===== src/rtl/sgr_pkg.sv =====
// Shared types, constants and functions of the scaled glyph rectangle unit.
// Depends on nothing; imported by the front, back and top modules.
package sgr_pkg;

  // Configuration port shape and register indexes.
  localparam int CFG_INDEX_W = 2;
  localparam int CFG_DATA_W  = 11;
  localparam int SCALE_REG_W = 4;
  localparam int FRAME_REG_W = 11;

  localparam logic [CFG_INDEX_W-1:0] REG_GLYPH_SCALE  = 2'd0;
  localparam logic [CFG_INDEX_W-1:0] REG_FRAME_WIDTH  = 2'd1;
  localparam logic [CFG_INDEX_W-1:0] REG_FRAME_HEIGHT = 2'd2;

  localparam logic [SCALE_REG_W-1:0] SCALE_RESET  = 4'd2;
  localparam logic [FRAME_REG_W-1:0] WIDTH_RESET  = 11'd480;
  localparam logic [FRAME_REG_W-1:0] HEIGHT_RESET = 11'd272;

  // Field widths and glyph geometry.
  localparam int COORD_W      = 10;
  localparam int POS_W        = 8;
  localparam int CODE_W       = 8;
  localparam int COLOR_W      = 16;
  localparam int SIZE_W       = 4;
  localparam int GLYPH_ROWS   = 5;
  localparam int GLYPH_COLS   = 3;
  localparam int DOTS         = GLYPH_ROWS * GLYPH_COLS;
  localparam int DOT_IDX_W    = 4;
  localparam int CELL_SHIFT   = 2;   // character advance of four dots
  localparam int COORD_MAX    = 1023;
  localparam int POS_MAX      = 255;

  typedef logic [DOTS-1:0] dot_mask_t;

  // One result item as it sits in the output queue.
  typedef struct packed {
    logic [COORD_W-1:0] rect_x;
    logic [COORD_W-1:0] rect_y;
    logic [SIZE_W-1:0]  rect_w;
    logic [SIZE_W-1:0]  rect_h;
    logic [COLOR_W-1:0] fill_color;
    logic               last_rect;
  } rect_t;

  // Width of a saturated scale.
  function automatic int scale_w(int max_scale);
    return $clog2(max_scale + 1);
  endfunction

  // Width of a saturated frame size.
  function automatic int frame_w(int frame_max);
    return $clog2(frame_max + 1);
  endfunction

  // Width that holds every coordinate, coordinate plus scale and frame size.
  function automatic int coord_w(int max_scale, int frame_max);
    int xw;
    int yw;
    int fw;
    int m;
    xw = $clog2(COORD_MAX + POS_MAX * 4 * max_scale + 3 * max_scale + 1);
    yw = $clog2(COORD_MAX + GLYPH_ROWS * max_scale + 1);
    fw = $clog2(frame_max + 1);
    m = xw;
    if (yw > m) m = yw;
    if (fw > m) m = fw;
    return m;
  endfunction

  // Dot mask from five rows; bit 2 of a row is the left column,
  // mask bit row*3+col.
  function automatic dot_mask_t rows2mask(logic [2:0] r0, logic [2:0] r1,
                                          logic [2:0] r2, logic [2:0] r3,
                                          logic [2:0] r4);
    dot_mask_t m;
    for (int c = 0; c < GLYPH_COLS; c++) begin
      m[c]      = r0[2-c];
      m[3 + c]  = r1[2-c];
      m[6 + c]  = r2[2-c];
      m[9 + c]  = r3[2-c];
      m[12 + c] = r4[2-c];
    end
    return m;
  endfunction

  // Font ROM: 34 glyphs, anything else is blank.
  function automatic dot_mask_t glyph_mask(logic [CODE_W-1:0] code);
    dot_mask_t m;
    unique case (code)
      "0":     m = rows2mask(3'd7, 3'd5, 3'd5, 3'd5, 3'd7);
      "1":     m = rows2mask(3'd2, 3'd6, 3'd2, 3'd2, 3'd7);
      "2":     m = rows2mask(3'd7, 3'd1, 3'd7, 3'd4, 3'd7);
      "3":     m = rows2mask(3'd7, 3'd1, 3'd7, 3'd1, 3'd7);
      "4":     m = rows2mask(3'd5, 3'd5, 3'd7, 3'd1, 3'd1);
      "5":     m = rows2mask(3'd7, 3'd4, 3'd7, 3'd1, 3'd7);
      "6":     m = rows2mask(3'd7, 3'd4, 3'd7, 3'd5, 3'd7);
      "7":     m = rows2mask(3'd7, 3'd1, 3'd1, 3'd1, 3'd1);
      "8":     m = rows2mask(3'd7, 3'd5, 3'd7, 3'd5, 3'd7);
      "9":     m = rows2mask(3'd7, 3'd5, 3'd7, 3'd1, 3'd7);
      "A":     m = rows2mask(3'd2, 3'd5, 3'd7, 3'd5, 3'd5);
      "B":     m = rows2mask(3'd6, 3'd5, 3'd6, 3'd5, 3'd6);
      "C":     m = rows2mask(3'd3, 3'd4, 3'd4, 3'd4, 3'd3);
      "D":     m = rows2mask(3'd6, 3'd5, 3'd5, 3'd5, 3'd6);
      "E":     m = rows2mask(3'd7, 3'd4, 3'd6, 3'd4, 3'd7);
      "F":     m = rows2mask(3'd7, 3'd4, 3'd6, 3'd4, 3'd4);
      "G":     m = rows2mask(3'd3, 3'd4, 3'd5, 3'd5, 3'd3);
      "H":     m = rows2mask(3'd5, 3'd5, 3'd7, 3'd5, 3'd5);
      "I":     m = rows2mask(3'd7, 3'd2, 3'd2, 3'd2, 3'd7);
      "L":     m = rows2mask(3'd4, 3'd4, 3'd4, 3'd4, 3'd7);
      "M":     m = rows2mask(3'd5, 3'd7, 3'd7, 3'd5, 3'd5);
      "N":     m = rows2mask(3'd5, 3'd7, 3'd7, 3'd7, 3'd5);
      "O":     m = rows2mask(3'd2, 3'd5, 3'd5, 3'd5, 3'd2);
      "P":     m = rows2mask(3'd6, 3'd5, 3'd6, 3'd4, 3'd4);
      "R":     m = rows2mask(3'd6, 3'd5, 3'd6, 3'd5, 3'd5);
      "S":     m = rows2mask(3'd3, 3'd4, 3'd2, 3'd1, 3'd6);
      "T":     m = rows2mask(3'd7, 3'd2, 3'd2, 3'd2, 3'd2);
      "U":     m = rows2mask(3'd5, 3'd5, 3'd5, 3'd5, 3'd7);
      "V":     m = rows2mask(3'd5, 3'd5, 3'd5, 3'd5, 3'd2);
      "X":     m = rows2mask(3'd5, 3'd5, 3'd2, 3'd5, 3'd5);
      "Y":     m = rows2mask(3'd5, 3'd5, 3'd2, 3'd2, 3'd2);
      "/":     m = rows2mask(3'd1, 3'd1, 3'd2, 3'd4, 3'd4);
      ":":     m = rows2mask(3'd0, 3'd2, 3'd0, 3'd2, 3'd0);
      "-":     m = rows2mask(3'd0, 3'd0, 3'd7, 3'd0, 3'd0);
      default: m = '0;
    endcase
    return m;
  endfunction

  // Row of a dot index.
  function automatic logic [2:0] dot_row(logic [DOT_IDX_W-1:0] idx);
    logic [2:0] r;
    priority if (idx < 4'd3)  r = 3'd0;
    else if (idx < 4'd6)      r = 3'd1;
    else if (idx < 4'd9)      r = 3'd2;
    else if (idx < 4'd12)     r = 3'd3;
    else                      r = 3'd4;
    return r;
  endfunction

  // Column of a dot index.
  function automatic logic [1:0] dot_col(logic [DOT_IDX_W-1:0] idx);
    logic [DOT_IDX_W-1:0] base;
    base = DOT_IDX_W'(dot_row(idx)) * DOT_IDX_W'(GLYPH_COLS);
    return 2'(idx - base);
  endfunction

endpackage


===== src/rtl/sgr_fifo.sv =====
// Small register queue used between the front and back and at the output.
// Depends on nothing but its parameters.
module sgr_fifo #(
  parameter int WIDTH = 8,
  parameter int DEPTH = 2
) (
  input  logic             clk,
  input  logic             rst,
  input  logic             wr_en,
  input  logic [WIDTH-1:0] wr_data,
  output logic             full,
  input  logic             rd_en,
  output logic [WIDTH-1:0] rd_data,
  output logic             empty
);
  localparam int PW = (DEPTH > 1) ? $clog2(DEPTH) : 1;
  localparam int CW = $clog2(DEPTH + 1);

  logic [WIDTH-1:0] mem [DEPTH];
  logic [PW-1:0]    wr_ptr;
  logic [PW-1:0]    rd_ptr;
  logic [CW-1:0]    count;
  logic             do_wr;
  logic             do_rd;

  assign full    = (count == CW'(DEPTH));
  assign empty   = (count == '0);
  assign do_wr   = wr_en && !full;
  assign do_rd   = rd_en && !empty;
  assign rd_data = mem[rd_ptr];

  // Storage.
  always_ff @(posedge clk) begin
    if (do_wr) begin
      mem[wr_ptr] <= wr_data;
    end
  end

  // Pointers and fill count.
  always_ff @(posedge clk) begin
    if (rst) begin
      wr_ptr <= '0;
      rd_ptr <= '0;
      count  <= '0;
    end else begin
      if (do_wr) begin
        wr_ptr <= (wr_ptr == PW'(DEPTH - 1)) ? '0 : wr_ptr + 1'b1;
      end
      if (do_rd) begin
        rd_ptr <= (rd_ptr == PW'(DEPTH - 1)) ? '0 : rd_ptr + 1'b1;
      end
      if (do_wr && !do_rd) begin
        count <= count + 1'b1;
      end else if (do_rd && !do_wr) begin
        count <= count - 1'b1;
      end
    end
  end
endmodule


===== src/rtl/sgr_front.sv =====
// Front part: takes character items, looks up the glyph, places it and marks
// the dots that land inside the frame. Depends on sgr_pkg.
module sgr_front #(
  parameter int MAX_SCALE = 8,
  parameter int FRAME_MAX = 1024
) (
  input  logic                                        clk,
  input  logic                                        rst,
  input  logic                                        push,
  output logic                                        full,
  input  logic [sgr_pkg::COORD_W-1:0]                 base_x,
  input  logic [sgr_pkg::COORD_W-1:0]                 base_y,
  input  logic [sgr_pkg::POS_W-1:0]                   char_pos,
  input  logic [sgr_pkg::CODE_W-1:0]                  char_code,
  input  logic [sgr_pkg::COLOR_W-1:0]                 ink_color,
  input  logic [sgr_pkg::scale_w(MAX_SCALE)-1:0]      scale,
  input  logic [sgr_pkg::frame_w(FRAME_MAX)-1:0]      fw,
  input  logic [sgr_pkg::frame_w(FRAME_MAX)-1:0]      fh,
  output logic                                        q_push,
  input  logic                                        q_full,
  output logic [sgr_pkg::coord_w(MAX_SCALE, FRAME_MAX)-1:0] q_left,
  output logic [sgr_pkg::COORD_W-1:0]                 q_top,
  output sgr_pkg::dot_mask_t                          q_mask,
  output logic [sgr_pkg::COLOR_W-1:0]                 q_color
);
  import sgr_pkg::*;

  localparam int S_W = scale_w(MAX_SCALE);
  localparam int C_W = coord_w(MAX_SCALE, FRAME_MAX);

  logic                    v1;
  logic [C_W-1:0]          left1;
  logic [COORD_W-1:0]      top1;
  dot_mask_t               mask1;
  logic [COLOR_W-1:0]      color1;
  logic [POS_W+S_W-1:0]    pos_prod;
  logic                    accept;
  logic                    advance;
  logic [GLYPH_COLS-1:0]   col_vis;
  logic [GLYPH_ROWS-1:0]   row_vis;
  dot_mask_t               emask;

  // char_pos * scale; times four it is the character offset in the run.
  assign pos_prod = (POS_W + S_W)'(char_pos) * (POS_W + S_W)'(scale);

  assign accept  = push && !full;
  assign advance = !v1 || !q_full || (emask == '0);
  assign full    = v1 && !advance;

  // Lookup stage; zero scale turns every glyph blank.
  always_ff @(posedge clk) begin
    if (accept) begin
      left1  <= C_W'(base_x) + (C_W'(pos_prod) << CELL_SHIFT);
      top1   <= base_y;
      mask1  <= (scale == '0) ? '0 : glyph_mask(char_code);
      color1 <= ink_color;
    end
  end

  always_ff @(posedge clk) begin
    if (rst) begin
      v1 <= 1'b0;
    end else if (accept) begin
      v1 <= 1'b1;
    end else if (advance) begin
      v1 <= 1'b0;
    end
  end

  // Column and row visibility against the right and bottom frame edges.
  always_comb begin
    for (int c = 0; c < GLYPH_COLS; c++) begin
      col_vis[c] = (left1 + C_W'(scale) * C_W'(c)) < C_W'(fw);
    end
    for (int r = 0; r < GLYPH_ROWS; r++) begin
      row_vis[r] = (C_W'(top1) + C_W'(scale) * C_W'(r)) < C_W'(fh);
    end
    for (int d = 0; d < DOTS; d++) begin
      emask[d] = mask1[d] && col_vis[d % GLYPH_COLS] && row_vis[d / GLYPH_COLS];
    end
  end

  // Characters with no visible dot never reach the queue.
  assign q_push  = v1 && (emask != '0) && !q_full;
  assign q_left  = left1;
  assign q_top   = top1;
  assign q_mask  = emask;
  assign q_color = color1;
endmodule


===== src/rtl/sgr_back.sv =====
// Back part: walks a character's visible dots, one square a cycle unless
// stalled; clips each square and flags the last. Depends on sgr_pkg.
module sgr_back #(
  parameter int MAX_SCALE = 8,
  parameter int FRAME_MAX = 1024
) (
  input  logic                                        clk,
  input  logic                                        rst,
  input  logic                                        q_empty,
  output logic                                        q_pop,
  input  logic [sgr_pkg::coord_w(MAX_SCALE, FRAME_MAX)-1:0] q_left,
  input  logic [sgr_pkg::COORD_W-1:0]                 q_top,
  input  sgr_pkg::dot_mask_t                          q_mask,
  input  logic [sgr_pkg::COLOR_W-1:0]                 q_color,
  input  logic [sgr_pkg::scale_w(MAX_SCALE)-1:0]      scale,
  input  logic [sgr_pkg::frame_w(FRAME_MAX)-1:0]      fw,
  input  logic [sgr_pkg::frame_w(FRAME_MAX)-1:0]      fh,
  input  logic                                        out_full,
  output logic                                        out_push,
  output sgr_pkg::rect_t                              out_rect
);
  import sgr_pkg::*;

  localparam int C_W = coord_w(MAX_SCALE, FRAME_MAX);

  logic                  busy;
  logic [C_W-1:0]        left;
  logic [COORD_W-1:0]    top;
  dot_mask_t             rem;
  logic [COLOR_W-1:0]    color;
  dot_mask_t             onehot;
  logic [DOT_IDX_W-1:0]  idx;
  logic                  step;
  logic                  last;
  logic                  load;
  logic [C_W-1:0]        x;
  logic [C_W-1:0]        y;
  logic [C_W-1:0]        sw;

  // Lowest remaining dot.
  always_comb begin
    onehot = rem & (~rem + 1'b1);
    idx    = '0;
    for (int i = 0; i < DOTS; i++) begin
      if (onehot[i]) begin
        idx = idx | DOT_IDX_W'(i);
      end
    end
  end

  assign step  = busy && !out_full;
  assign last  = ((rem & ~onehot) == '0);
  assign load  = !q_empty && (!busy || (step && last));
  assign q_pop = load;

  // Entry register.
  always_ff @(posedge clk) begin
    if (load) begin
      left  <= q_left;
      top   <= q_top;
      rem   <= q_mask;
      color <= q_color;
    end else if (step) begin
      rem <= rem & ~onehot;
    end
  end

  always_ff @(posedge clk) begin
    if (rst) begin
      busy <= 1'b0;
    end else if (load) begin
      busy <= 1'b1;
    end else if (step && last) begin
      busy <= 1'b0;
    end
  end

  // Square position and clipping at the right and bottom edges.
  always_comb begin
    sw = C_W'(scale);
    x  = left + sw * C_W'(dot_col(idx));
    y  = C_W'(top) + sw * C_W'(dot_row(idx));
    out_rect.rect_x     = x[COORD_W-1:0];
    out_rect.rect_y     = y[COORD_W-1:0];
    out_rect.rect_w     = ((x + sw) > C_W'(fw)) ? SIZE_W'(C_W'(fw) - x) : SIZE_W'(sw);
    out_rect.rect_h     = ((y + sw) > C_W'(fh)) ? SIZE_W'(C_W'(fh) - y) : SIZE_W'(sw);
    out_rect.fill_color = color;
    out_rect.last_rect  = last;
  end

  assign out_push = step;
endmodule


===== src/rtl/scaled_glyph_rect_generator_unit.sv =====
// Channel  | Handshake            | Payload
// ---------+----------------------+------------------------------------------
// input    | push / full          | base_x, base_y, char_pos, char_code, ink_color
// result   | empty / pop          | rect_x, rect_y, rect_w, rect_h, fill_color, last_rect
// config   | cfg_valid / cfg_ready| cfg_index, cfg_data
//
// A character with n visible dots gives n back squares, one per cycle while the
// output queue has room; one with none uses no back time. The first square of an
// item passes the front lookup register, the inner queue, the back entry register
// and the output queue. A stalled result side fills the output and inner queues,
// then full rises. Reset clears all queues, restores scale 2 and a 480x272 frame.
// Top level of the scaled glyph rectangle unit: config registers, front,
// inner queue, back and output queue. Depends on sgr_pkg and the submodules.
module scaled_glyph_rect_generator_unit #(
  parameter int MAX_SCALE = 8,
  parameter int FRAME_MAX = 1024
) (
  input  logic                               clk,
  input  logic                               rst,
  input  logic                               push,
  output logic                               full,
  input  logic [sgr_pkg::COORD_W-1:0]        base_x,
  input  logic [sgr_pkg::COORD_W-1:0]        base_y,
  input  logic [sgr_pkg::POS_W-1:0]          char_pos,
  input  logic [sgr_pkg::CODE_W-1:0]         char_code,
  input  logic [sgr_pkg::COLOR_W-1:0]        ink_color,
  output logic                               empty,
  input  logic                               pop,
  output logic [sgr_pkg::COORD_W-1:0]        rect_x,
  output logic [sgr_pkg::COORD_W-1:0]        rect_y,
  output logic [sgr_pkg::SIZE_W-1:0]         rect_w,
  output logic [sgr_pkg::SIZE_W-1:0]         rect_h,
  output logic [sgr_pkg::COLOR_W-1:0]        fill_color,
  output logic                               last_rect,
  input  logic                               cfg_valid,
  output logic                               cfg_ready,
  input  logic [sgr_pkg::CFG_INDEX_W-1:0]    cfg_index,
  input  logic [sgr_pkg::CFG_DATA_W-1:0]     cfg_data
);
  import sgr_pkg::*;

  localparam int S_W   = scale_w(MAX_SCALE);
  localparam int F_W   = frame_w(FRAME_MAX);
  localparam int C_W   = coord_w(MAX_SCALE, FRAME_MAX);
  localparam int SCW   = (S_W > SCALE_REG_W) ? S_W : SCALE_REG_W;
  localparam int FCW   = (F_W > FRAME_REG_W) ? F_W : FRAME_REG_W;
  localparam int ENT_W = C_W + COORD_W + DOTS + COLOR_W;

  logic [SCALE_REG_W-1:0] glyph_scale;
  logic [FRAME_REG_W-1:0] frame_width;
  logic [FRAME_REG_W-1:0] frame_height;
  logic [S_W-1:0]         scale;
  logic [F_W-1:0]         fw;
  logic [F_W-1:0]         fh;

  logic                   f_push;
  logic                   f_full;
  logic [C_W-1:0]         f_left;
  logic [COORD_W-1:0]     f_top;
  dot_mask_t              f_mask;
  logic [COLOR_W-1:0]     f_color;
  logic [ENT_W-1:0]       q_rd;
  logic                   q_empty;
  logic                   q_pop;
  logic                   o_push;
  logic                   o_full;
  rect_t                  o_rect;
  rect_t                  o_head;

  // Configuration registers; writes are always taken.
  assign cfg_ready = 1'b1;

  always_ff @(posedge clk) begin
    if (rst) begin
      glyph_scale  <= SCALE_RESET;
      frame_width  <= WIDTH_RESET;
      frame_height <= HEIGHT_RESET;
    end else if (cfg_valid && cfg_ready) begin
      if (cfg_index == REG_GLYPH_SCALE) begin
        glyph_scale <= cfg_data[SCALE_REG_W-1:0];
      end
      if (cfg_index == REG_FRAME_WIDTH) begin
        frame_width <= cfg_data[FRAME_REG_W-1:0];
      end
      if (cfg_index == REG_FRAME_HEIGHT) begin
        frame_height <= cfg_data[FRAME_REG_W-1:0];
      end
    end
  end

  // Saturated scale and frame size.
  assign scale = S_W'((SCW'(glyph_scale) > SCW'(MAX_SCALE)) ? SCW'(MAX_SCALE)
                                                             : SCW'(glyph_scale));
  assign fw = F_W'((FCW'(frame_width) > FCW'(FRAME_MAX)) ? FCW'(FRAME_MAX)
                                                          : FCW'(frame_width));
  assign fh = F_W'((FCW'(frame_height) > FCW'(FRAME_MAX)) ? FCW'(FRAME_MAX)
                                                           : FCW'(frame_height));

  // Front part.
  sgr_front #(.MAX_SCALE(MAX_SCALE), .FRAME_MAX(FRAME_MAX)) u_front (
    .clk       (clk),
    .rst       (rst),
    .push      (push),
    .full      (full),
    .base_x    (base_x),
    .base_y    (base_y),
    .char_pos  (char_pos),
    .char_code (char_code),
    .ink_color (ink_color),
    .scale     (scale),
    .fw        (fw),
    .fh        (fh),
    .q_push    (f_push),
    .q_full    (f_full),
    .q_left    (f_left),
    .q_top     (f_top),
    .q_mask    (f_mask),
    .q_color   (f_color)
  );

  // Queue of placed characters between front and back.
  sgr_fifo #(.WIDTH(ENT_W), .DEPTH(2)) u_char_q (
    .clk     (clk),
    .rst     (rst),
    .wr_en   (f_push),
    .wr_data ({f_left, f_top, f_mask, f_color}),
    .full    (f_full),
    .rd_en   (q_pop),
    .rd_data (q_rd),
    .empty   (q_empty)
  );

  // Back part.
  sgr_back #(.MAX_SCALE(MAX_SCALE), .FRAME_MAX(FRAME_MAX)) u_back (
    .clk      (clk),
    .rst      (rst),
    .q_empty  (q_empty),
    .q_pop    (q_pop),
    .q_left   (q_rd[ENT_W-1 -: C_W]),
    .q_top    (q_rd[COLOR_W+DOTS +: COORD_W]),
    .q_mask   (q_rd[COLOR_W +: DOTS]),
    .q_color  (q_rd[COLOR_W-1:0]),
    .scale    (scale),
    .fw       (fw),
    .fh       (fh),
    .out_full (o_full),
    .out_push (o_push),
    .out_rect (o_rect)
  );

  // Output queue of finished squares.
  sgr_fifo #(.WIDTH($bits(rect_t)), .DEPTH(2)) u_rect_q (
    .clk     (clk),
    .rst     (rst),
    .wr_en   (o_push),
    .wr_data (o_rect),
    .full    (o_full),
    .rd_en   (pop),
    .rd_data (o_head),
    .empty   (empty)
  );

  assign rect_x     = o_head.rect_x;
  assign rect_y     = o_head.rect_y;
  assign rect_w     = o_head.rect_w;
  assign rect_h     = o_head.rect_h;
  assign fill_color = o_head.fill_color;
  assign last_rect  = o_head.last_rect;
endmodule


===== config.mk =====
export PLATFORM = sky130hd
export DESIGN_NAME = scaled_glyph_rect_generator_unit
export DESIGN_NICKNAME = d
export VERILOG_FILES = /design/src/rtl/sgr_pkg.sv /design/src/rtl/sgr_fifo.sv /design/src/rtl/sgr_front.sv /design/src/rtl/sgr_back.sv /design/src/rtl/scaled_glyph_rect_generator_unit.sv
export SDC_FILE = /design/constraint.sdc
export NUM_CORES = 1
export LEC_CHECK = 0
export BUFFER_PORTS_ARGS = -buffer_cell sky130_fd_sc_hd__buf_2
export CORE_UTILIZATION = 45
export DETAILED_ROUTE_END_ITERATION = 10
export PLACE_DENSITY = 0.69
export SKIP_CTS_REPAIR_TIMING = 1
export SYNTH_ARGS = -nofsm -noshare
export SYNTH_HDL_FRONTEND = slang
export SYNTH_SLANG_ARGS = --single-unit
export TNS_END_PERCENT = 30

===== constraint.sdc =====
create_clock -name clk -period 14.3 [get_ports clk]
set_input_delay 4.29 -clock clk [delete_from_list [all_inputs] [get_ports clk]]
set_output_delay 4.29 -clock clk [all_outputs]
set_load 0.01 [all_outputs]

== Word level (Yosys, flattened, before mapping) ==
Memory sizes are Yosys's and may differ from the RTL's. A register that Yosys moved wholly into a read port is not among the register bits.
Cells that the tools add are included.

* Add/sub/neg operators: 23
* Multiply operators: 5
* $lt $le $gt $ge: 17
* Equal/unequal tests: 4
* Mux-type cells: 45
* Bitwise logic cells: 4
* Reduce and logical (&&, ||, !) cells: 76

{| class="wikitable"
|+ Operators with widths
! kind !! count
|-
| 1-bit logical AND || 45
|-
| 11-bit < comparator || 4
|-
| 14-bit by 11-bit < comparator with 1-bit output || 3
|-
| 4-bit 2-to-1 mux || 10
|-
| 15-bit AND || 2
|-
| 15-bit zero test || 2
|-
| 15-bit 2-to-1 mux || 2
|-
| 15-bit inverter || 2
|-
| 14-bit by 4-bit adder with 14-bit output || 2
|-
| 14-bit by 11-bit greater-than comparator with 1-bit output || 2
|-
| 3-bit 2-to-1 mux || 8
|-
| 10-bit by 6-bit adder with 11-bit output || 2
|-
| 11-bit greater-than comparator, second input constant || 2
|-
| 11-bit 2-to-1 mux || 2
|-
| 1-bit 2-to-1 mux || 17
|-
| 15-bit by 1-bit adder with 15-bit output, second input constant || 1
|-
| 15-bit nonzero test || 1
|-
| 10-bit by 14-bit adder with 14-bit output || 1
|-
| 14-bit by 5-bit adder with 14-bit output || 1
|-
| 14-bit by 6-bit adder with 14-bit output || 1
|-
| 11-bit by 4-bit adder with 12-bit output || 1
|-
| 1-bit zero test || 12
|-
| 8-bit by 4-bit multiplier with 12-bit output || 1
|-
| 2-bit 2-to-1 mux || 6
|-
| other kinds (25) || 44
|}

* Flip-flop bits (word level): 131
* RAM bits: 200
* ROM bits: 1920
* Input port bits: 70
* Output and inout port bits: 48
* Logic and storage cells: 195
* Memories kept: 3

{| class="wikitable"
|+ Memories
! memory !! depth !! bits a word !! read ports !! clocked after memory_dff !! write ports !! line !! text
|-
| (name not given) || 128 || 15 || 1 || 1 || 0 || sgr_pkg.sv:89 || <nowiki>unique case (code)</nowiki>
|-
| u_char_q.mem || 2 || 55 || 1 || 1 || 1 || sgr_fifo.sv:19 || <nowiki>logic [WIDTH-1:0] mem [DEPTH];</nowiki>
|-
| u_rect_q.mem || 2 || 45 || 1 || 1 || 1 || sgr_fifo.sv:19 ||
|}

== Longest topological paths before layout ==
Gate-level depths: netlist of the first run.

* Word-level depth: 29
* Mapped depth: 33
* Gate-level depth less buffers: 32

== Hierarchy ==
From an unflattened synthesis of the first run, not the netlist that was laid out.

* Cells, all modules: 1827
* Area total of the unflattened synthesis: 21287.9 µm²

{| class="wikitable"
|+ Modules (own cells, without submodules)
! module !! instances !! cells each !! area each (µm²) !! seq. area each (µm²)
|-
| sgr_front || 1 || 836 || 7398.3 || 1671.6
|-
| sgr_back || 1 || 495 || 5001.0 || 1671.6
|-
| sgr_fifo (u_char_q) || 1 || 196 || 4182.8 || 3403.3
|-
| sgr_fifo (u_rect_q) || 1 || 165 || 3452.1 || 2802.7
|-
| scaled_glyph_rect_generator_unit || 1 || 135 || 1253.7 || 520.5
|}

== Worst setup path after synthesis of the first run ==
Ideal clock, no wire load.

* Path type: reg-to-reg
* From: reg glyph_scale[3]
* To: mem u_char_q.mem[0][0] (netlist bit) (enable)
* Library setup time: 624 ps
* Data arrival time: 10657 ps
* Data required time: 13676 ps
* Setup slack: 3019 ps
* Cell stages (with the launch flop): 22
* Path buffers: 1
* Period minus slack after synthesis: 11281 ps
* Path through: dfxtp_1 > inv_1 > nand2_1 > inv_1 > clkbuf_1 > fa_1 > ha_1 > fa_1 > a21oi_1 > nor2_1 > nor2_1 > nor2b_1 > o21ai_0 > xnor2_1 > ha_1 > a21oi_1 > nand3_1 > a221oi_1 > a222oi_1 > and3_1 > o211ai_1 > nor4b_1

* Longest elaborated chain between the ends: 12
* Elaborated cells on any way between the ends: 45
* Those cells by class: add/sub: 6; mul: 1; order compare: 7; mux: 3; reduce/logical: 28

{| class="wikitable"
|+ Ends and longest elaborated chain
! item !! line !! text
|-
| from (decl) || scaled_glyph_rect_generator_unit.sv:49 || <nowiki>logic [SCALE_REG_W-1:0] glyph_scale;</nowiki>
|-
| from (signal assigned) || scaled_glyph_rect_generator_unit.sv:80 || <nowiki>glyph_scale <= cfg_data[SCALE_REG_W-1:0];</nowiki>
|-
| 4-bit greater-than comparator || scaled_glyph_rect_generator_unit.sv:92 || <nowiki>assign scale = S_W'((SCW'(glyph_scale) > SCW'(MAX_SCALE)) ? SCW'(MAX_SCALE)</nowiki>
|-
| 4-bit 2-to-1 mux (*) || scaled_glyph_rect_generator_unit.sv:92 ||
|-
| 4-bit by 2-bit multiplier with 6-bit output, or another cell as far along || sgr_front.sv:76 || <nowiki>row_vis[r] = (C_W'(top1) + C_W'(scale) * C_W'(r)) < C_W'(fh);</nowiki>
|-
| 10-bit by 6-bit adder with 11-bit output / 14-bit by 11-bit < comparator with 1-bit output (equally long branches) || sgr_front.sv:76, sgr_front.sv:73 ||
|-
| 11-bit < comparator / 1-bit logical AND (equally long branches) || sgr_front.sv:76, sgr_front.sv:79 ||
|-
| 1-bit logical AND || sgr_front.sv:79 || <nowiki>emask[d] = mask1[d] && col_vis[d % GLYPH_COLS] && row_vis[d / GLYPH_COLS];</nowiki>
|-
| 15-bit nonzero test (*) || sgr_front.sv:84 || <nowiki>assign q_push = v1 && (emask != '0) && !q_full;</nowiki>
|-
| 1-bit logical AND (*) (2 in series) || sgr_front.sv:84 ||
|-
| 1-bit logical AND (*) || sgr_fifo.sv:28 || <nowiki>assign do_wr = wr_en && !full;</nowiki>
|-
| 1-bit 2-to-1 mux (*) || sgr_fifo.sv:34 || <nowiki>if (do_wr) begin</nowiki>
|-
| 1-bit 2-to-1 mux (not written as such) (*) || sgr_fifo.sv:35 || <nowiki>mem[wr_ptr] <= wr_data;</nowiki>
|-
| to (decl) || sgr_fifo.sv:19 ||
|}

Mark *: on every way between the ends. The rest lies on a longest branch, timed or not.

== Worst setup path after layout of the first run ==
* From: reg glyph_scale[3]
* To: out full

* Longest elaborated chain between the ends: 10
* Elaborated cells on any way between the ends: 43
* Those cells by class: add/sub: 6; mul: 1; order compare: 7; mux: 1; reduce/logical: 28

{| class="wikitable"
|+ Ends and longest elaborated chain
! item !! line !! text
|-
| 4-bit greater-than comparator || scaled_glyph_rect_generator_unit.sv:92 ||
|-
| 4-bit 2-to-1 mux (*) || scaled_glyph_rect_generator_unit.sv:92 ||
|-
| 4-bit by 2-bit multiplier with 6-bit output, or another cell as far along || sgr_front.sv:76 ||
|-
| 10-bit by 6-bit adder with 11-bit output / 14-bit by 11-bit < comparator with 1-bit output (equally long branches) || sgr_front.sv:76, sgr_front.sv:73 ||
|-
| 11-bit < comparator / 1-bit logical AND (equally long branches) || sgr_front.sv:76, sgr_front.sv:79 ||
|-
| 1-bit logical AND || sgr_front.sv:79 ||
|-
| 15-bit zero test (*) || sgr_front.sv:47 || <nowiki>assign advance = !v1 || !q_full || (emask == '0);</nowiki>
|-
| 1-bit logical OR (*) || sgr_front.sv:47 ||
|-
| 1-bit zero test (*) || sgr_front.sv:48 || <nowiki>assign full = v1 && !advance;</nowiki>
|-
| 1-bit logical AND (*) || sgr_front.sv:48 ||
|-
| to (decl) || scaled_glyph_rect_generator_unit.sv:21 || <nowiki>output logic full,</nowiki>
|}

Marked as above.

==> results.cfg, run 1 <==
[outcome]
outcome = completed

[drt]
vias = 13800
wirelength_mm = 45.6
detail-route-antenna-nets = 0
firstDrtPassIters = 5
route.detailed.wl_per_inst_um = 18.2
drt_drc_violations_left = 0
initialDrtViolationCount = 826
via_per_inst = 5.50

[pwr]
cell_pwr_density_nw_per_um2 = 182
leakage_power_of_the_design_nw = 9.10
ir_drop_mv = 0.107

[clock_tree]
htreeDepth = 2
cts_tree = done
clock_sink_count = 348
cts_inserted_buffers = 39
worstSkewPairLatency_ns = 0.55
ctsLongestPathBuffers = 3
cts_root_buffer = clkbuf_16
clk_pin_slew_ns = 0.06

[finish]
multiInputGateArea_um2 = 9990
seqCellArea_um2 = 10100
layout_commonest_cell = edfxtp_1
fillers = 3918
final_net_count = 2179
areaGrowthSynthToFinish_pct = 12.3
most-common-layout-cells = edfxtp_1 (310), ha_1 (191), nand2_1 (166)
final_layout_size_suffix_gt1_share_pct = 16.4
antenna_diode_count = 0
final_design_area_no_fill_um2 = 23100

[critical_path]
cp_data_required_time_ns = 10.01
worst-r2r-cell-count = 32
cp-endpoint = full
regToRegEndpoint = u_rect_q.mem[1][22]
timing.critical_path.fanout_max = 22
criticalPathCategory = flip-flop to output pin
worst_r2r_startpoint = u_back.rem[4]
cp-start-kind = flip-flop
worst_ep_arrival_time_ns = 6.10
regToRegSetupSlack_ns = 5.61
end_kind = output pin
startpoint = glyph_scale[3]

[min_path]
type_of_the_worst_min_delay_path = flip-flop to flip-flop

[synth]
syn_nets = 2068
synth_enable_flop_cells = 310
synth_area_per_cell_um2 = 11.6
synthDominantAreaCellType = edfxtp_1
synthesis.area_um2 = 20600
async_flop_share_pct = 0
ys_dominant_reg_cell = edfxtp_1
ys_seq_area_share_pct = 48.9
synth_cells = 1771
top_cell_type_s_share_of_synthesized_area_pct = 45.2
post_synth_main_area_contributors = edfxtp_1 (45%), ha_1 (12%), mux2_2 (4.8%), dfxtp_1 (3.7%), fa_1 (3.5%)
count_of_distinct_cell_types_in_the_synthesized_netlist = 90
ys.warnings.count = 0
synth-seq-cells = 348

[sta]
total_negative_slack_ns = 0
period_minus_slack_ns = 10.39
report.final.slew_viol_count = 0
setup_viol = 0
report.final.hold_viol_count = 0
min_period_over_period_pct = 72.7
rsz0062_at_grt = no
finalWorstSetupSlack_ns = 3.91
clock-skew-final_ns = 0.0279
worstMarginPinSlew_ns = 1.12
timing.fmax_mhz = 96.2
slew_headroom_pct = 25.4
timing.hold.ws_ns = 0.444

[grt]
use_met2_pct = 32.3
grt_util_met3_pct = 3.27
wire_length_of_the_first_global_routing_pass_mm = 73.9
grt_overflow = 0
largest_net_degree_at_the_start_of_global_routing = 57
grt_pass1_vias = 14000
grtUsageTotal_pct = 19.9
antenna_found_initial = 1
groute.layer.met1.usage_pct = 27.4
global_route_layer_with_the_greatest_usage = met2

[place]
post_dp_cell_area_um2 = 21800
gp_routability_congestion = 0.889
numPortBuffers = 116
dp_worst_setup_slack_ns = 4.54
place_hpwl_mm = 33.5

[floorplan]
num_rows = 78
floorplan.initialDensity_pct = 45.5
fp.coreArea_um2 = 45300
pin_count = 118
die_area_um2 = 46600
die_width_um = 216
dieHeight_um = 216

[job]
cap_violations = 0
[area by class of cell]
type                       count  area share, %
sequential                   348           43.5
multi-input combinational   1277           43.2
clock buffer                  54           4.91
tap                          600           3.25
timing repair buffer         129           2.93
inverter                      87           1.41
clock inverter                16          0.774
[per-layer routing]
layer / wire length (um) / vias up
li1: - / 6725
met1: 21300 / 6688
met2: 21000 / 317
met3: 2150 / 71
met4: 1220 / 2
met5: 10 / -
[worst max-delay path: stages (launching register included)]
cell	delay (ns)
dfxtp_1	0.31
buf_4	0.30
inv_1	0.18
nand2_1	0.32
inv_1	0.24
fa_1	0.47
ha_1	0.23
fa_1	0.41
a21oi_1	0.18
nor2_1	0.07
nor2_1	0.15
nor2b_1	0.08
o21ai_0	0.19
xnor2_1	0.09
ha_1	0.35
a21oi_1	0.18
nand3_1	0.09
a221oi_1	0.52
a222oi_1	0.12
and3_1	0.22
o211ai_1	0.46
and3_1	0.24
buf_2	0.13
[how the worst min path moves through the flow]
stage                             start             endpoint  depth (start not counted)
global route         u_front.q_color[8]   u_char_q.mem[1][8]                          0
detailed placement  u_front.q_color[10]  u_char_q.mem[1][10]                          0
global placement       u_back.color[14]  u_rect_q.mem[1][15]                          0
floorplan            u_front.q_color[0]   u_char_q.mem[0][0]                          0
finish              u_front.q_color[10]  u_char_q.mem[1][10]                          0
CTS                 u_front.q_color[10]  u_char_q.mem[1][10]                          0
[synthesized netlist by cell type (all sizes together) (4+ instances only)]
cell,number
a2111oi,5
a211o,5
a211oi,12
a21boi,6
a21o,41
a21oi,102
a221oi,4
a31oi,8
and2,20
and3,12
and4,5
buf,16
clkbuf,43
dfxtp,38
edfxtp,310
fa,36
ha,191
inv,86
maj3,4
mux2,90
mux2i,28
nand2,167
nand2b,27
nand3,45
nand3b,7
nand4,15
nor2,104
nor2b,26
nor3,18
nor3b,4
nor4,5
o211ai,12
o21a,7
o21ai,76
o21bai,8
o22a,4
o311ai,5
o31ai,4
o41ai,5
or2,8
or3,8
or3b,4
xnor2,59
xor2,47
[through the flow]
step	total power [mW]	cells	utilization (%)
floorplan	2.75	1771	-
global placement	3.14	2441	48.2
finish	4.20	2511	51.1
CTS	4.24	2511	51.1
global route	4.48	2511	51.1
detailed placement	3.21	2441	48.2
[registers in the layout (all words and copies together) (netlist names), 11 cells and up, named ones only]
signal,count
frame_height,11
frame_width,11
u_back.color,16
u_back.left,14
u_back.rem,15
u_char_q.mem,110
u_front.mask1,15
u_front.q_color,16
u_front.q_left,14
u_rect_q.mem,90
[report_power, final]
| group | internal (mW) | leakage [nW] | switching [mW] | total, mW |
|---|---|---|---|---|
| clock | 0.614 | 0.641 | 0.399 | 1.01 |
| sequential | 1.42 | 3.19 | 0.127 | 1.55 |
| combinational | 0.700 | 5.27 | 0.945 | 1.64 |
[logic make-up after synthesis]
family	Yosys count	share of synthesized area, %
DFF	348	48.9
AOI/OAI and AO/OA	336	10.6
xor gates and xnor gates	106	4.54
buffers and inverters	146	2.78
muxes	118	6.28
and+or+nand+nor	485	11.5
other	1	0.0182
adders and majority gates	231	15.3
No activity file was read; power rests on OpenSTA's default activity.
==> inputs of run 2 (changes only) <==
- clock period: 14.3 -> 10.1 ns (I/O delays scaled with it)
==> run 2 against run 1 <==
  * Sequential share of layout area increased by 0.083 points
  * Final area fell by 0.19%
  * Highest routed layer unchanged
  * Routed wire length rose by 1.5%
  * Critical path depth fell by 1
  * Die area unchanged
  * Power rose by 41%
==> results.cfg, run 2 (synthesized netlist as in run 1, its figures left out) <==
[floorplan]
die_width_um = 216
fp.coreArea_um2 = 45300
pin_count = 118
die_area_um2 = 46600
num_rows = 78
dieHeight_um = 216
floorplan.initialDensity_pct = 45.5

[clock_tree]
worstSkewPairLatency_ns = 0.57
cts_root_buffer = clkbuf_16
ctsLongestPathBuffers = 3
clk_pin_slew_ns = 0.06
htreeDepth = 2
cts_tree = done
cts_inserted_buffers = 38
clock_sink_count = 348

[finish]
layout_commonest_cell = edfxtp_1
areaGrowthSynthToFinish_pct = 12.1
most-common-layout-cells = edfxtp_1 (310), ha_1 (191), nand2_1 (166)
final_net_count = 2179
final_layout_size_suffix_gt1_share_pct = 16.4
regMostFlops = u_char_q.mem
max_ffs_per_register = 110
final_design_area_no_fill_um2 = 23100
antenna_diode_count = 0
top_registers = u_char_q.mem (110), u_rect_q.mem (90)
fin_cells = 2512

[drt]
initialDrtViolationCount = 774
wirelength_mm = 46.3
firstDrtPassIters = 5
route.detailed.wl_per_inst_um = 18.4
vias = 13700
drt_drc_violations_left = 0
detail-route-antenna-nets = 0
via_per_inst = 5.47

[critical_path]
cp.buffers_inverters = 3
critPathSlowestCell = dfxtp_1
cp_data_required_time_ns = 7.07
worst_ep_arrival_time_ns = 5.98
path_cells = inv_1 > nand2_1 > inv_1 > fa_1 > ha_1 > fa_1 > a21oi_1 > nor2_1 > nor2_1 > nor2b_1 > o21ai_0 > xnor2_1 > ha_1 > a21oi_1 > nand3_1 > a221oi_1 > a222oi_1 > and3_1 > o211ai_1 > and3_1 > buf_2
critical_path.top_delay_family = compound AO/OA/AOI/OAI gates
cp_slowest_stage_delay_ns = 0.58
end_kind = output pin
criticalPathCategory = flip-flop to output pin
timing.critical_path.fanout_max = 9
cp-start-kind = flip-flop

[place]
dpl.cell_count = 2442
gp_routability_congestion = 0.870
place_hpwl_mm = 34.0
post_dp_cell_area_um2 = 21800
numPortBuffers = 116
dp_worst_setup_slack_ns = 1.37

[sta]
worstMarginPinSlew_ns = 0.969
min_period_over_period_pct = 89.2
total_negative_slack_ns = 0
slew_headroom_pct = 35.3
clock-skew-final_ns = 0.0362
timing.fmax_mhz = 111
period_minus_slack_ns = 9.01
rsz0062_at_grt = no
report.final.slew_viol_count = 0
report.final.hold_viol_count = 0
setup_viol = 0
finalWorstSetupSlack_ns = 1.09

[job]
cap_violations = 0

[grt]
grtUsageTotal_pct = 20.2
grt_pass1_vias = 14000
largest_net_degree_at_the_start_of_global_routing = 57
wire_length_of_the_first_global_routing_pass_mm = 74.6
antenna_found_initial = 1
grt_overflow = 0

[pwr]
leakage_power_of_the_design_nw = 9.06
cell_pwr_density_nw_per_um2 = 256
ir_drop_mv = 0.137
totalPowerFinal_mw = 5.91

[outcome]
outcome = completed

[min_path]
type_of_the_worst_min_delay_path = flip-flop to flip-flop
## run 2: worst paths after layout
kind                                      start             endpoint  slack (ns)  cells after the start
worst min register to register  u_back.color[7]   u_rect_q.mem[1][8]        0.44                      0
worst min-delay path            u_back.color[7]   u_rect_q.mem[1][8]        0.44                      0
worst max register to register    u_back.rem[4]  u_rect_q.mem[1][22]        1.32                     32
worst max-delay path             glyph_scale[3]                 full        1.09                     21
## run 2: cell type report
cell class                 count  area [um^2]
clock inverter                24          233
clock buffer                  46         1020
fill                        4017        22200
timing repair buffer         130          686
tap                          600          751
inverter                      87          327
sequential                   348        10100
multi-input combinational   1277        10000
## run 2: layer usage
metal / global-route usage (%) / part of all wire (%) / vias to the layer above
met5: 0 / 0.028 / -
met4: 6.17 / 2.2 / 2
met3: 2.97 / 4.4 / 60
met2: 33.3 / 47 / 298
met1: 27.4 / 46 / 6649
li1: - / - / 6728
## run 2: report_power, final
| group | internal (mW) | switching (mW) |
|---|---|---|
| combinational | 0.991 | 1.35 |
| clock | 0.808 | 0.576 |
| sequential | 2.01 | 0.183 |
| total | 3.81 | 2.11 |
## run 2: through the flow
step | hold WS, ns | utilization, %
finish | 0.445 | 51.0
global route | 0.453 | 51.0
CTS | 0.448 | 51.0
detailed placement | 0.431 | 48.2
global placement | 0.422 | 48.2
floorplan | 0.421 | -
## run 2: worst register-to-register path: cells and delay by family (launching register included)
kind / cells / cell delay (ns)
and+or+nand+nor: 13 / 3.19
AOI/OAI and AO/OA: 8 / 1.70
muxes: 1 / 0.40
xor gates and xnor gates: 3 / 0.77
adders and majority gates: 6 / 1.91
buffers and inverters: 1 / 0.06
DFF: 1 / 0.48
